===== config.mk =====
export PLATFORM = sky130hd
export DESIGN_NAME = can_encoder_command_tracker_unit
export DESIGN_NICKNAME = d
export VERILOG_FILES = /design/src/hdl/cect_pkg.sv /design/src/hdl/cect_front.sv /design/src/hdl/cect_cmd_fifo.sv /design/src/hdl/cect_back.sv /design/src/hdl/can_encoder_command_tracker_unit.sv
export SDC_FILE = /design/constraint.sdc
export NUM_CORES = 1
export LEC_CHECK = 0
export ABC_CLOCK_PERIOD_IN_PS = 8200
export BUFFER_PORTS_ARGS = -buffer_cell sky130_fd_sc_hd__buf_2
export CORE_UTILIZATION = 40
export CTS_CLUSTER_SIZE = 8
export DETAILED_ROUTE_END_ITERATION = 10
export HOLD_SLACK_MARGIN = 0.1
export PLACE_DENSITY_LB_ADDON = 0.3
export SLEW_MARGIN = 20
export SYNTH_ARGS = -nofsm -noshare
export SYNTH_HDL_FRONTEND = slang
export SYNTH_SLANG_ARGS = --single-unit

===== constraint.sdc =====
create_clock -name clk_i -period 8.2 [get_ports clk_i]
set_input_delay 0.82 -clock clk_i [delete_from_list [all_inputs] [get_ports clk_i]]
set_output_delay 0.82 -clock clk_i [all_outputs]
set_load 0.02 [all_outputs]

===== src/hdl/cect_pkg.sv =====
// Shared types, codes and constants of the encoder command tracker.
// No dependencies; every other file imports this package.
package cect_pkg;

  localparam int NUM_COMMANDS = 13;
  localparam int CODE_MAX     = (NUM_COMMANDS < 13) ? NUM_COMMANDS : 13;
  localparam int IDX_W        = $clog2(NUM_COMMANDS);

  // operations
  localparam logic [1:0] OP_REQUEST = 2'd0;
  localparam logic [1:0] OP_REPLY   = 2'd1;
  localparam logic [1:0] OP_TICK    = 2'd2;
  localparam logic [1:0] OP_NONE    = 2'd3;

  // command status
  localparam logic [1:0] ST_IDLE    = 2'd0;
  localparam logic [1:0] ST_PENDING = 2'd1;
  localparam logic [1:0] ST_ACKED   = 2'd2;
  localparam logic [1:0] ST_REFUSED = 2'd3;

  // wire command codes
  localparam logic [3:0] CMD_READ_ANGLE  = 4'd1;
  localparam logic [3:0] CMD_SET_ID      = 4'd2;
  localparam logic [3:0] CMD_SET_BAUD    = 4'd3;
  localparam logic [3:0] CMD_SET_MODE    = 4'd4;
  localparam logic [3:0] CMD_SET_RX_TIME = 4'd5;
  localparam logic [3:0] CMD_SET_ZERO    = 4'd6;
  localparam logic [3:0] CMD_SET_DIR     = 4'd7;
  localparam logic [3:0] CMD_READ_MULTI  = 4'd8;
  localparam logic [3:0] CMD_READ_TURN   = 4'd9;
  localparam logic [3:0] CMD_READ_SPEED  = 4'd10;
  localparam logic [3:0] CMD_SET_SAMPLE  = 4'd11;
  localparam logic [3:0] CMD_SET_MID     = 4'd12;
  localparam logic [3:0] CMD_SET_VALUE   = 4'd13;

  // configuration register indexes
  localparam logic [1:0] CFG_OFFLINE_LIMIT = 2'd0;
  localparam logic [1:0] CFG_REPLY_TIMEOUT = 2'd1;
  localparam logic [1:0] CFG_INITIAL_ID    = 2'd2;

  localparam logic [15:0] OFFLINE_LIMIT_RST = 16'd100;
  localparam logic [7:0]  REPLY_TIMEOUT_RST = 8'd100;
  localparam logic [7:0]  DEVICE_ID_RST     = 8'd1;

  localparam logic [31:0] MULTI_WRAP_LIMIT = 32'd1073741823;
  localparam logic [31:0] MULTI_WRAP_SUB   = 32'd2147483647;
  localparam logic [31:0] TURN_WRAP_LIMIT  = 32'd262143;
  localparam logic [19:0] TURN_WRAP_SUB    = 20'd524287;
  localparam logic [31:0] TURN_SAT_LIMIT   = 32'd1048574;
  localparam logic [19:0] TURN_MAX         = 20'd524287;
  localparam logic [7:0]  MODE_HIGH_BYTE   = 8'hAA;
  localparam logic [15:0] RX_TIME_MIN      = 16'd50;
  localparam logic [7:0]  LEN_SHORT        = 8'h04;
  localparam logic [7:0]  LEN_MID          = 8'h05;
  localparam logic [7:0]  LEN_LONG         = 8'h07;
  localparam logic [7:0]  FRAME_TAG        = 8'h01;

  // classified item passed from the front to the back
  typedef struct packed {
    logic [1:0]       op;
    logic             code_ok;
    logic [IDX_W-1:0] idx;
    logic [3:0]       code;
    logic             is_read;
    logic [63:0]      frame;
    logic [7:0]       rid;
    logic [31:0]      value;
    logic             pay_ok;
  } cmd_t;

  typedef struct packed {
    logic        send_valid;
    logic [63:0] tx_frame;
    logic [7:0]  tx_can_id;
    logic [1:0]  command_status;
    logic [15:0] angle_count;
    logic [31:0] multi_turn_position;
    logic [19:0] turn_count;
    logic [31:0] speed_word;
    logic        online;
  } res_t;

endpackage


===== src/hdl/cect_front.sv =====
// Front end: classifies an incoming request, builds its frame and decodes reply words.
// Depends on cect_pkg.
module cect_front import cect_pkg::*; (
  input  logic [1:0]  operation_i,
  input  logic [3:0]  command_code_i,
  input  logic [15:0] argument_i,
  input  logic [7:0]  reply_id_i,
  input  logic [7:0]  reply_code_i,
  input  logic [31:0] reply_payload_i,
  output cmd_t        cmd_o
);

  logic [3:0]  code;
  logic        code_ok;
  logic [7:0]  len;
  logic [7:0]  b3, b4, b5, b6;
  logic [31:0] value;

  always_comb begin
    if (operation_i == OP_REPLY) begin
      code    = reply_code_i[3:0];
      code_ok = (reply_code_i >= 8'd1) && (reply_code_i <= 8'(CODE_MAX));
    end else begin
      code    = command_code_i;
      code_ok = (command_code_i >= 4'd1) && (command_code_i <= 4'(CODE_MAX));
    end
  end

  // frame arguments, clamped per command
  always_comb begin
    len = LEN_SHORT;
    b3  = 8'd0;
    b4  = 8'd0;
    b5  = 8'd0;
    b6  = 8'd0;
    unique case (command_code_i)
      CMD_SET_ID: begin
        if (argument_i == 16'd0) b3 = 8'd1;
        else if (argument_i > 16'd255) b3 = 8'd255;
        else b3 = argument_i[7:0];
      end
      CMD_SET_BAUD: begin
        b3 = (argument_i > 16'd4) ? 8'd4 : argument_i[7:0];
      end
      CMD_SET_MODE: begin
        if (argument_i == 16'd0) b3 = 8'd0;
        else if (argument_i == 16'd1) b3 = 8'd1;
        else b3 = MODE_HIGH_BYTE;
      end
      CMD_SET_RX_TIME: begin
        len = LEN_MID;
        if (argument_i < RX_TIME_MIN) begin
          b3 = RX_TIME_MIN[7:0];
          b4 = RX_TIME_MIN[15:8];
        end else begin
          b3 = argument_i[7:0];
          b4 = argument_i[15:8];
        end
      end
      CMD_SET_DIR: begin
        b3 = (argument_i > 16'd255) ? 8'd255 : argument_i[7:0];
      end
      CMD_SET_SAMPLE: begin
        len = LEN_MID;
        b3  = argument_i[7:0];
        b4  = argument_i[15:8];
      end
      CMD_SET_VALUE: begin
        len = LEN_LONG;
        b5  = argument_i[15:8];
        b6  = argument_i[7:0];
      end
      default: begin
      end
    endcase
  end

  // reply word decoding
  always_comb begin
    value = reply_payload_i;
    unique case (code)
      CMD_READ_ANGLE: value = {16'd0, reply_payload_i[15:0]};
      CMD_READ_MULTI: begin
        if (reply_payload_i > MULTI_WRAP_LIMIT) value = reply_payload_i - MULTI_WRAP_SUB;
      end
      CMD_READ_TURN: begin
        if (reply_payload_i > TURN_SAT_LIMIT) value = {12'd0, TURN_MAX};
        else if (reply_payload_i > TURN_WRAP_LIMIT)
          value = {12'd0, reply_payload_i[19:0] - TURN_WRAP_SUB};
        else value = reply_payload_i;
      end
      default: value = reply_payload_i;
    endcase
  end

  always_comb begin
    cmd_o.op      = operation_i;
    cmd_o.code_ok = code_ok;
    cmd_o.idx     = IDX_W'(code - 4'd1);
    cmd_o.code    = code;
    cmd_o.is_read = (code == CMD_READ_ANGLE) || (code == CMD_READ_MULTI) ||
                    (code == CMD_READ_TURN) || (code == CMD_READ_SPEED);
    cmd_o.frame   = {8'd0, b6, b5, b4, b3, {4'd0, command_code_i}, FRAME_TAG, len};
    cmd_o.rid     = reply_id_i;
    cmd_o.value   = value;
    cmd_o.pay_ok  = (reply_payload_i[7:0] == 8'd0);
  end

endmodule


===== src/hdl/cect_cmd_fifo.sv =====
// Two-entry queue of classified requests between the front and the back.
// Depends on cect_pkg.
module cect_cmd_fifo import cect_pkg::*; (
  input  logic clk_i,
  input  logic rst_ni,
  input  logic push_i,
  input  cmd_t data_i,
  output logic full_o,
  input  logic pop_i,
  output cmd_t data_o,
  output logic empty_o
);

  cmd_t       mem_q [2];
  logic       wr_ptr_q, rd_ptr_q;
  logic [1:0] cnt_q;
  logic       do_push, do_pop;

  assign full_o  = (cnt_q == 2'd2);
  assign empty_o = (cnt_q == 2'd0);
  assign data_o  = mem_q[rd_ptr_q];
  assign do_push = push_i && !full_o;
  assign do_pop  = pop_i && !empty_o;

  always_ff @(posedge clk_i or negedge rst_ni) begin
    if (!rst_ni) begin
      wr_ptr_q <= 1'b0;
      rd_ptr_q <= 1'b0;
      cnt_q    <= 2'd0;
    end else begin
      if (do_push) wr_ptr_q <= ~wr_ptr_q;
      if (do_pop) rd_ptr_q <= ~rd_ptr_q;
      cnt_q <= cnt_q + {1'b0, do_push} - {1'b0, do_pop};
    end
  end

  always_ff @(posedge clk_i) begin
    if (do_push) mem_q[wr_ptr_q] <= data_i;
  end

endmodule


===== src/hdl/cect_back.sv =====
// Back end: command status table, timeout counters, decoded values, watchdog,
// configuration registers and the two-entry result queue. Depends on cect_pkg.
module cect_back import cect_pkg::*; (
  input  logic        clk_i,
  input  logic        rst_ni,
  input  logic        cfg_we_i,
  input  logic [1:0]  cfg_idx_i,
  input  logic [15:0] cfg_data_i,
  input  cmd_t        cmd_i,
  input  logic        cmd_empty_i,
  output logic        cmd_pop_o,
  output res_t        res_o,
  output logic        empty_o,
  input  logic        pop_i
);

  logic [1:0]  status_q [NUM_COMMANDS];
  logic [1:0]  status_d [NUM_COMMANDS];
  logic [7:0]  tmo_q    [NUM_COMMANDS];
  logic [7:0]  tmo_d    [NUM_COMMANDS];
  logic [15:0] offline_limit_q;
  logic [7:0]  reply_timeout_q;
  logic [7:0]  req_id_q, req_id_d;
  logic [7:0]  cur_id_q, cur_id_d;
  logic [15:0] angle_q, angle_d;
  logic [31:0] pos_q, pos_d;
  logic [19:0] turn_q, turn_d;
  logic [31:0] speed_q, speed_d;
  logic [15:0] silence_q, silence_d;
  logic        online_q, online_d;
  logic [7:0]  cfg_id;

  res_t        res_q [2];
  res_t        res_d;
  logic        wr_ptr_q, rd_ptr_q;
  logic [1:0]  cnt_q;
  logic        exec, do_pop;

  logic [1:0]  st;
  logic [7:0]  tc_inc;
  logic [16:0] silence_inc;
  logic        go;
  logic [1:0]  new_st;

  assign exec      = !cmd_empty_i && (cnt_q != 2'd2);
  assign cmd_pop_o = exec;
  assign do_pop    = pop_i && (cnt_q != 2'd0);
  assign empty_o   = (cnt_q == 2'd0);
  assign res_o     = res_q[rd_ptr_q];

  assign st          = status_q[cmd_i.idx];
  assign tc_inc      = tmo_q[cmd_i.idx] + 8'd1;
  assign silence_inc = {1'b0, silence_q} + 17'd1;
  assign go          = cmd_i.is_read ? (st != ST_PENDING) : (st == ST_IDLE);
  assign cfg_id      = (cfg_data_i[7:0] == 8'd0) ? 8'd1 : cfg_data_i[7:0];

  always_comb begin
    status_d  = status_q;
    tmo_d     = tmo_q;
    req_id_d  = req_id_q;
    cur_id_d  = cur_id_q;
    angle_d   = angle_q;
    pos_d     = pos_q;
    turn_d    = turn_q;
    speed_d   = speed_q;
    silence_d = silence_q;
    online_d  = online_q;
    new_st    = ST_IDLE;
    res_d.send_valid = 1'b0;
    res_d.tx_frame   = 64'd0;

    if (exec) begin
      unique case (cmd_i.op)
        OP_REQUEST: begin
          if (cmd_i.code_ok) begin
            new_st = st;
            if (go) begin
              new_st           = ST_PENDING;
              res_d.send_valid = 1'b1;
              res_d.tx_frame   = cmd_i.frame;
              if (cmd_i.code == CMD_SET_ID) req_id_d = cmd_i.frame[31:24];
            end else if (st == ST_PENDING) begin
              // drop back to idle once the poll count passes the timeout
              if (tc_inc > reply_timeout_q) begin
                tmo_d[cmd_i.idx] = 8'd0;
                new_st           = ST_IDLE;
              end else begin
                tmo_d[cmd_i.idx] = tc_inc;
              end
            end else if (cmd_i.code == CMD_SET_ID && st == ST_ACKED) begin
              cur_id_d = req_id_q;
            end
            status_d[cmd_i.idx] = new_st;
          end
        end
        OP_REPLY: begin
          if (cmd_i.code_ok) begin
            unique case (cmd_i.code)
              CMD_READ_ANGLE: begin
                angle_d = cmd_i.value[15:0];
                new_st  = ST_ACKED;
              end
              CMD_READ_MULTI: begin
                pos_d  = cmd_i.value;
                new_st = ST_ACKED;
              end
              CMD_READ_TURN: begin
                turn_d = cmd_i.value[19:0];
                new_st = ST_ACKED;
              end
              CMD_READ_SPEED: begin
                speed_d = cmd_i.value;
                new_st  = ST_ACKED;
              end
              CMD_SET_ID: new_st = (cmd_i.rid == req_id_q) ? ST_ACKED : ST_REFUSED;
              default:    new_st = cmd_i.pay_ok ? ST_ACKED : ST_REFUSED;
            endcase
            status_d[cmd_i.idx] = new_st;
          end
          silence_d = 16'd0;
        end
        OP_TICK: begin
          if (silence_inc > {1'b0, offline_limit_q}) begin
            silence_d = offline_limit_q;
            online_d  = 1'b0;
          end else begin
            silence_d = silence_inc[15:0];
            online_d  = 1'b1;
          end
          if (cmd_i.code_ok) new_st = st;
        end
        default: begin
          if (cmd_i.code_ok) new_st = st;
        end
      endcase
    end

    res_d.tx_can_id           = cur_id_d;
    res_d.command_status      = new_st;
    res_d.angle_count         = angle_d;
    res_d.multi_turn_position = pos_d;
    res_d.turn_count          = turn_d;
    res_d.speed_word          = speed_d;
    res_d.online              = online_d;
  end

  always_ff @(posedge clk_i or negedge rst_ni) begin
    if (!rst_ni) begin
      for (int i = 0; i < NUM_COMMANDS; i++) begin
        status_q[i] <= ST_IDLE;
        tmo_q[i]    <= 8'd0;
      end
      offline_limit_q <= OFFLINE_LIMIT_RST;
      reply_timeout_q <= REPLY_TIMEOUT_RST;
      req_id_q        <= 8'd0;
      cur_id_q        <= DEVICE_ID_RST;
      angle_q         <= 16'd0;
      pos_q           <= 32'd0;
      turn_q          <= 20'd0;
      speed_q         <= 32'd0;
      silence_q       <= 16'd0;
      online_q        <= 1'b0;
      wr_ptr_q        <= 1'b0;
      rd_ptr_q        <= 1'b0;
      cnt_q           <= 2'd0;
    end else begin
      status_d_to_q: for (int i = 0; i < NUM_COMMANDS; i++) begin
        status_q[i] <= status_d[i];
        tmo_q[i]    <= tmo_d[i];
      end
      req_id_q  <= req_id_d;
      angle_q   <= angle_d;
      pos_q     <= pos_d;
      turn_q    <= turn_d;
      speed_q   <= speed_d;
      silence_q <= silence_d;
      online_q  <= online_d;
      // the user must write configuration only while idle (the block does not enforce it); it overrides the item path
      if (cfg_we_i && cfg_idx_i == CFG_OFFLINE_LIMIT) offline_limit_q <= cfg_data_i;
      if (cfg_we_i && cfg_idx_i == CFG_REPLY_TIMEOUT) reply_timeout_q <= cfg_data_i[7:0];
      if (cfg_we_i && cfg_idx_i == CFG_INITIAL_ID) cur_id_q <= cfg_id;
      else cur_id_q <= cur_id_d;
      if (exec) wr_ptr_q <= ~wr_ptr_q;
      if (do_pop) rd_ptr_q <= ~rd_ptr_q;
      cnt_q <= cnt_q + {1'b0, exec} - {1'b0, do_pop};
    end
  end

  always_ff @(posedge clk_i) begin
    if (exec) res_q[wr_ptr_q] <= res_d;
  end

endmodule


===== src/hdl/can_encoder_command_tracker_unit.sv =====
// CAN encoder command tracker, top level. Depends on cect_pkg, cect_front,
// cect_cmd_fifo and cect_back.
// Path: an accepted request enters the command queue; the back end then executes it into
// the result queue, from which it can be popped.
// Throughput: one request per cycle while neither queue is full; the back end executes
// each request against the per-command status and timeout registers.
// Reset (rst_ni low, asynchronous): all commands idle, counters and decoded values zero,
// device offline, configuration back to limit 100, timeout 100, identifier 1; both queues empty.
module can_encoder_command_tracker_unit import cect_pkg::*; (
  input  logic               clk_i,
  input  logic               rst_ni,
  input  logic               cfg_we_i,
  input  logic [1:0]         cfg_idx_i,
  input  logic [15:0]        cfg_data_i,
  input  logic               push,
  output logic               full,
  input  logic [1:0]         operation_i,
  input  logic [3:0]         command_code_i,
  input  logic [15:0]        argument_i,
  input  logic [7:0]         reply_id_i,
  input  logic [7:0]         reply_code_i,
  input  logic [31:0]        reply_payload_i,
  output logic               empty,
  input  logic               pop,
  output logic               send_valid_o,
  output logic [63:0]        tx_frame_o,
  output logic [7:0]         tx_can_id_o,
  output logic [1:0]         command_status_o,
  output logic [15:0]        angle_count_o,
  output logic signed [31:0] multi_turn_position_o,
  output logic signed [19:0] turn_count_o,
  output logic [31:0]        speed_word_o,
  output logic               online_o
);

  cmd_t front_cmd;
  cmd_t queued_cmd;
  logic cmd_empty;
  logic cmd_pop;
  res_t res;

  cect_front u_front (
    .operation_i     (operation_i),
    .command_code_i  (command_code_i),
    .argument_i      (argument_i),
    .reply_id_i      (reply_id_i),
    .reply_code_i    (reply_code_i),
    .reply_payload_i (reply_payload_i),
    .cmd_o           (front_cmd)
  );

  cect_cmd_fifo u_cmd_fifo (
    .clk_i   (clk_i),
    .rst_ni  (rst_ni),
    .push_i  (push),
    .data_i  (front_cmd),
    .full_o  (full),
    .pop_i   (cmd_pop),
    .data_o  (queued_cmd),
    .empty_o (cmd_empty)
  );

  cect_back u_back (
    .clk_i       (clk_i),
    .rst_ni      (rst_ni),
    .cfg_we_i    (cfg_we_i),
    .cfg_idx_i   (cfg_idx_i),
    .cfg_data_i  (cfg_data_i),
    .cmd_i       (queued_cmd),
    .cmd_empty_i (cmd_empty),
    .cmd_pop_o   (cmd_pop),
    .res_o       (res),
    .empty_o     (empty),
    .pop_i       (pop)
  );

  assign send_valid_o          = res.send_valid;
  assign tx_frame_o            = res.tx_frame;
  assign tx_can_id_o           = res.tx_can_id;
  assign command_status_o      = res.command_status;
  assign angle_count_o         = res.angle_count;
  assign multi_turn_position_o = res.multi_turn_position;
  assign turn_count_o          = res.turn_count;
  assign speed_word_o          = res.speed_word;
  assign online_o              = res.online;

endmodule


==> results.yml, run 1 <==
power_and_ir_drop:
  power_density_nw_per_um2: 405.5
  p_leak_nw: 16.03
  ir_worst_vdd_mv: 0.2961
placed_design:
  routabilityCongestion: 0.8873
  dp_slack_ns: 2.565
  port_buffers: 246
  hpwl_um: 53630
status:
  status: "finished clean"
routing:
  drt_iter0_markers: 1546
  vias_per_cell: 5.380
  drt_first_pass_iters: 6
  wl_per_cell_um: 20.86
  wl_um: 82350
  drcViolationCount: 0
  detail-route-antenna-nets: 0
  via_count: 21240
yosys:
  synth-main-ff-cell: "edfxtp_1"
  yosys.area.top_type: "edfxtp_1"
  synth_mux_area_frac: 0.1324
  synth-xor-area-share: 0.009862
  ys_seq_area_frac: 0.6479
  synth_area_leaders: "edfxtp_1 43%, dfrtp_1 21%, mux2_2 8.9%, mux2i_1 3.7%, a21oi_1 2.5%"
  yosysTopAreaCellShare: 0.4289
  syn_area_um2: 33750
  synth_adder_area_share: 0.01483
  ys_async_sr_fraction: 0.3797
  synth_warnings: 0
  synth_area_per_cell_um2: 13.31
  syn_inst: 2536
  ys_types: 83
  synth_edf_count: 482
  synthSimpleGateAreaFrac: 0.09035
  synth-compound-area-share: 0.07545
  synth_top_family_by_area: "multiplexers"
  ys_ff_latch: 777
critical_path:
  path_class: "register to register"
  cp_cell_sequence: "buf_4, mux2i_2, a21oi_1, a32oi_1, nand4_1, inv_1, ha_1, inv_1, nor3_1, xor2_1, ha_1, nand3_1, nor3_1, a21oi_1, o21ai_0, and2_1, mux2i_1, mux2i_1"
  slowest_stage: "mux2i_1"
  crit_fanout: 58
  worstPathRequired_ns: 8.68
  arrival_ns: 6.25
  slowest_delay_ns: 0.82
  worst_setup_path_end_kind: "register"
  start_kind: "register"
flow_run:
  cap_viol_max_count: 0
sta:
  finalCritPeriodShare: 0.7033
  fmax_mhz: 173.4
  finalSetupTns_ns: 0
  slew_viol_final: 0
  finalSetupViolCount: 0
  grt_setup_unrepaired: "false"
  tightest_slew_ns: 1.066
  slew-limit-headroom: 0.2691
  setup_ws_ns: 2.433
  clock-skew-final_ns: 0.05175
  worst_hold_slack_ns: 0.1340
  fin_crit_ns: 5.767
  finalHoldViolations: 0
cells_and_area:
  nFillCells: 7392
  multi_input_area_um2: 11050
  final_layout_size_suffix_gt1_frac: 0.2442
  final-seq-area_um2: 21870
  area_delta_synth_final_pct: 15.90
  layout.nets: 2924
clocking:
  cts_buffer_depth: 3
  clkTransAtPathRegs_ns: 0.05
  postCtsSetupBuffers: 0
  cts_inserted_buffers: 107
  postCtsResizedCells: 0
  h-tree-depth: 3
  clk_latency_ns: 0.68
  cts_tree: "yes"
  cts_hold_buf: 0
  cts-root-buf: "clkbuf_16"
  numClockSinks: 777
die:
  die-area_um2: 85540
  core_area_um2: 83560
  ios: 271
  die_x_um: 292.5
  initial_core_util: 0.4039
  fp-row-count: 106
  die_h_um: 292.5
grt:
  antenna_found_initial: 13
  grt.total_usage: 0.1903
  grt_max_degree: 144
  grt_pass1_vias: 21520
  grt_pass1_wl_um: 126300
  grt_overflow: 0
worst_hold_path:
  hold_class: "input pin to async pin"
-- worst max-delay path, delay by kind of cell, from the launching register on --
kind / cells / cell delay [ns]
adder cells (fa/ha/maj): 2 / 0.53
flip-flops: 1 / 0.43
multiplexers: 3 / 1.60
XOR/XNOR: 1 / 0.27
buffers and inverters: 3 / 0.95
AO/OA/AOI/OAI: 4 / 1.01
AND/OR/NAND/NOR: 5 / 0.79
-- cells in the final DEF, fill, tap and decap left out, types with 7 or more instances in the layout --
cell       netlist  final
dfstp_2          7      7
o41ai_1          7      7
conb_1           1     24
o21a_1           9      9
edfxtp_1       482    482
nand3b_1         9      9
clkbuf_16        0    107
a21boi_0        10     10
xnor2_1         34     34
inv_1           66     66
o21ai_0        133    131
nand3_1         47     47
mux2i_1        125    125
o22ai_1         11     11
a32oi_1          8      8
and3_1          31     30
ha_1            40     40
or3_1            8      8
mux2_2         266    266
buf_4           31     17
a31oi_1         28     28
o31ai_1          7      7
dfrtp_1        288    286
nor4_1          16     16
clkbuf_1        81     65
nor2_1         195    191
a21oi_1        171    171
nand2b_1         7      7
buf_2           13    245
nor2b_1          8      8
nand2_1        198    198
nor3_1          20     18
nand4_1         20     20
and2_1          30     29
a21o_1          16     16
-- kinds of logic (layout without fill, tap and decap cells) --
family,Yosys count,in the layout
buffers and inverters,210,513
other,1,30
adder cells (fa/ha/maj),40,40
flip-flops,777,777
XOR/XNOR,38,38
AND/OR/NAND/NOR,629,629
AO/OA/AOI/OAI,438,438
multiplexers,403,403
-- synthesized netlist by cell type (28+ instances only) --
library cell	instances
buf_4	31
ha_1	40
xnor2_1	34
dfrtp_1	288
a21oi_1	171
a31oi_1	28
mux2_2	266
and2_1	30
clkbuf_1	81
and3_1	31
mux2i_1	125
nand2_1	198
nand3_1	47
inv_1	66
o21ai_0	133
edfxtp_1	482
nor2_1	195
-- routing by layer --
metal,up-vias,share of wire,GRT usage
li1,9813,-,-
met1,10560,0.43,0.2478
met2,695,0.49,0.3172
met3,164,0.057,0.03855
met4,12,0.028,0.06347
met5,-,0.00096,0
-- sequential cells by signal, summed over array words and instances (netlist names), 20 cells and up --
name and flops:
u_back.turn_q 20, u_back.res_q 300, u_cmd_fifo.mem_q 182, u_back.tmo_q 104, u_back.status_q 26, u_back.speed_q 32, u_back.pos_q 32
-- metrics by stage --
step	cell area, um2	power [W]	util	cells
finish	39120	0.01586	0.4681	3948
global route	39110	0.01668	0.4681	3946
CTS	39100	0.01605	0.4680	3942
detailed placement	35950	0.01187	0.4302	3762
global placement	35940	0.01173	0.4302	3762
floorplan	33840	0.01025	-	2559
-- path summary, 6_finish.rpt --
kind | cells after the start | from | to | slack (ns)
hold / removal | 1 | rst_ni | u_back.silence_q[15]$_DFFE_PN0P_ | 0.13
min in group clk_i | 1 | reply_id_i[4] | u_cmd_fifo.mem_q[1][37]$_DFFE_PP_ | 0.35
hold reg to reg | 2 | u_back.tmo_q[88]$_DFFE_PN0P_ | u_back.tmo_q[88]$_DFFE_PN0P_ | 0.47
setup reg to reg | 18 | u_cmd_fifo.rd_ptr_q$_DFFE_PN0P_ | u_back.tmo_q[6]$_DFFE_PN0P_ | 2.43
max in group asynchronous | 2 | rst_ni | u_back.speed_q[23]$_DFF_PN0_ | 6.52
setup / recovery | 18 | u_cmd_fifo.rd_ptr_q$_DFFE_PN0P_ | u_back.tmo_q[6]$_DFFE_PN0P_ | 2.43
-- area by class of cell --
type | count | area share
repair buffers | 266 | 0.03653
multi-input cells | 1572 | 0.2824
diodes | 6 | 0.0003838
flip-flops and latches | 777 | 0.5592
clock buffers | 172 | 0.07469
clock inverters | 8 | 0.005886
well taps | 1080 | 0.03455
inverters | 67 | 0.006429
-- report_power, final --
group	switching (W)	internal, W
Clock	0.00166	0.00246
Sequential	0.000473	0.00601
Combinational	0.00350	0.00176
Total	0.00563	0.0102
Note: power is estimated with default switching activity, not from simulation.
==> run 2: changes to the inputs <==
- ABC_AREA: default -> 1
- ABC_CLOCK_PERIOD_IN_PS: 8200 -> 4700
- clock period: 8.2 -> 4.7 ns (I/O delays scaled with it)
==> results.yml, run 2 <==
power_and_ir_drop:
  power_density_nw_per_um2: 704.9
  ir_worst_vdd_mv: 0.5670
  clkPwrFrac: 0.251
  p_leak_nw: 18.35
  combPwrFrac: 0.372
  p_sw_w: 0.01147
  intPower_w: 0.01733
  switching_share: 0.3982
  total_power_w: 0.02880
  pwr-share-seq: 0.377
yosys:
  synth_common_cells: "1,312 x nand2_1, 482 x edfxtp_1, 297 x inv_1"
  synth_area_per_cell_um2: 9.641
  yosysTopAreaCellShare: 0.4162
  yosys.area.top_type: "edfxtp_1"
  ys_types: 52
  ys_async_sr_fraction: 0.3797
  synth_warnings: 0
  syn_inst: 3607
  synth_edf_count: 482
  synth-main-ff-cell: "edfxtp_1"
  ys_seq_area_frac: 0.6288
  synth_area_leaders: "edfxtp_1 42%, dfrtp_1 21%, nand2_1 14%, inv_1 3.2%, nor2_1 3.1%"
  syn_area_um2: 34770
  synth.most_common_cell: "nand2_1"
  ys_ff_latch: 777
sta:
  fmax_mhz: 225.9
  finalCritPeriodShare: 0.9417
  finalSetupViolCount: 0
  fin_crit_ns: 4.426
  finalHoldViolations: 0
  tightest_slew_ns: 1.032
  slew_viol_final: 0
  worst_hold_slack_ns: 0.1306
  grt_setup_unrepaired: "false"
  clock-skew-final_ns: 0.05337
  setup_ws_ns: 0.2740
  slew-limit-headroom: 0.3096
cells_and_area:
  final_common_cell: "nand2_1"
  regMostFlops: "u_back.res_q"
  layout.nets: 4045
  reg_top3: "u_back.res_q (300), u_cmd_fifo.mem_q (182), u_back.tmo_q (104)"
  stdcell_count: 5154
  final_area_um2: 40850
  final_layout_size_suffix_gt1_frac: 0.1340
  area_delta_synth_final_pct: 17.49
  largest_reg_flops: 300
  final_cell_mix: "1,309 x nand2_1, 482 x edfxtp_1, 296 x inv_1"
routing:
  vias_per_cell: 5.006
  wl_per_cell_um: 17.87
  drt_first_pass_iters: 5
  via_count: 25800
  drcViolationCount: 0
  wl_um: 92110
  drt_iter0_markers: 2275
  detail-route-antenna-nets: 0
clocking:
  clk_latency_ns: 0.67
  cts_buffer_depth: 3
  postCtsSetupBuffers: 0
  clkTransAtPathRegs_ns: 0.05
  cts-root-buf: "clkbuf_16"
  cts_tree: "yes"
  h-tree-depth: 3
  numClockSinks: 777
  cts_inserted_buffers: 107
critical_path:
  arrival_ns: 4.95
  reg2regPathDepth: 23
  rrSetupSlack_ns: 0.27
  worst_setup_path_end_kind: "register"
  crit_fanout: 33
  worstReg2RegStart: "u_cmd_fifo.rd_ptr_q$_DFFE_PN0P_"
  r2r_end: "u_back.tmo_q[102]$_DFFE_PN0P_"
  worstPathRequired_ns: 5.23
  start_kind: "register"
  path_class: "register to register"
worst_hold_path:
  holdPathStages: 3
  whs_endpoint: "u_back.cur_id_q[1]$_DFF_PN0_"
  hold_class: "input pin to register"
  hold_start: "cfg_data_i[1]"
placed_design:
  routabilityCongestion: 0.9387
  hpwl_um: 59690
  postPlaceCellArea_um2: 37290
  dp_slack_ns: 0.3157
  dp_cells: 4915
  port_buffers: 246
grt:
  antenna_found_initial: 14
  grt_pass1_wl_um: 143300
  grt_pass1_vias: 24800
  grt_max_degree: 111
  grt.total_usage: 0.2080
  grt_overflow: 0
die:
  die_h_um: 296.8
  die-area_um2: 88120
  die_x_um: 296.8
  fp-row-count: 107
  initial_core_util: 0.4058
  core_area_um2: 85680
  ios: 271
status:
  status: "finished clean"
flow_run:
  cap_viol_max_count: 0
-- run 2: how the worst max path moves through the flow --
stage | start | to
floorplan | u_back.cnt_q[1]$_DFF_PN0_ | u_back.res_q[1][0]$_DFFE_PP_
global placement | u_cmd_fifo.rd_ptr_q$_DFFE_PN0P_ | u_back.tmo_q[102]$_DFFE_PN0P_
detailed placement | u_cmd_fifo.rd_ptr_q$_DFFE_PN0P_ | u_back.tmo_q[25]$_DFFE_PN0P_
CTS | u_cmd_fifo.rd_ptr_q$_DFFE_PN0P_ | u_back.tmo_q[102]$_DFFE_PN0P_
global route | u_cmd_fifo.rd_ptr_q$_DFFE_PN0P_ | u_back.tmo_q[52]$_DFFE_PN0P_
finish | u_cmd_fifo.rd_ptr_q$_DFFE_PN0P_ | u_back.tmo_q[102]$_DFFE_PN0P_
-- run 2: repair_timing --
action / 4_1_cts / 5_1_grt
endpoints found under the setup margin: 0 / 53
resized for setup: 0 / 8
endpoints found under the hold margin: 149 / 0
hold buffers: 31 / 0
-- run 2: per-layer routing --
metal	vias to the layer above	wire length (um)	GRT usage
li1	12470	-	-
met4	8	2673	0.07192
met2	817	42200	0.3309
met1	12350	41090	0.2872
met5	-	44	0
met3	158	6093	0.03555
-- run 2: area by class of cell --
| class | instances | area, um2 |
|---|---|---|
| Fill cell | 7990 | 44830 |
| Sequential cell | 777 | 21870 |
| Multi-Input combinational cell | 2373 | 11020 |
| Clock buffer | 192 | 3049 |
| Timing Repair Buffer | 335 | 2128 |
| Tap cell | 1144 | 1431 |
| Inverter | 318 | 1206 |
| Clock inverter | 5 | 126.4 |
| Antenna cell | 10 | 25.02 |
-- run 2: kinds of logic after synthesis --
| family | after synthesis | synth area share |
|---|---|---|
| buffers and inverters | 480 | 0.05908 |
| and+or+nand+nor | 1835 | 0.2132 |
| other | 1 | 0.0001078 |
| muxes | 29 | 0.009068 |
| adders and majority gates | 40 | 0.01439 |
| AOI/OAI and AO/OA | 405 | 0.06527 |
| xor gates and xnor gates | 40 | 0.01007 |
| DFF | 777 | 0.6288 |
-- run 2: worst max-delay path: stages, from the launching register on --
cell,delay (ns)
dfrtp_4,0.52
inv_4,0.09
buf_4,0.25
nand2_1,0.10
o21ai_2,0.10
buf_4,0.37
nor2_1,0.10
inv_1,0.14
nor2_1,0.06
nor2_1,0.08
nand2_1,0.06
nand2_1,0.05
nand2_1,0.05
nor2_1,0.34
nand3_2,0.12
and2_1,0.18
ha_1,0.29
nand2_1,0.07
nor2_1,0.14
nand4_1,0.09
nand2_1,0.15
buf_6,0.30
nand3_2,0.36
o21ai_0,0.26
-- run 2: power by group through the flow --
stage	Sequential (W)	Clock, W	Combinational, W
after detailed placement	0.0110	0	0.0107
after CTS	0.0109	0.00737	0.0107
after global placement	0.0109	0	0.0106
after global routing	0.0111	0.00768	0.0118
after floorplan	0.0109	0	0.00696
final	0.0109	0.00724	0.0107
-- run 2: through the flow --
step,util,setup TNS [ns]
2_1_floorplan,-,-106.15
3_3_place_gp,0.4352,0
3_5_place_dp,0.4352,0
4_1_cts,0.4759,0
5_1_grt,0.4767,0
6_report,0.4768,0
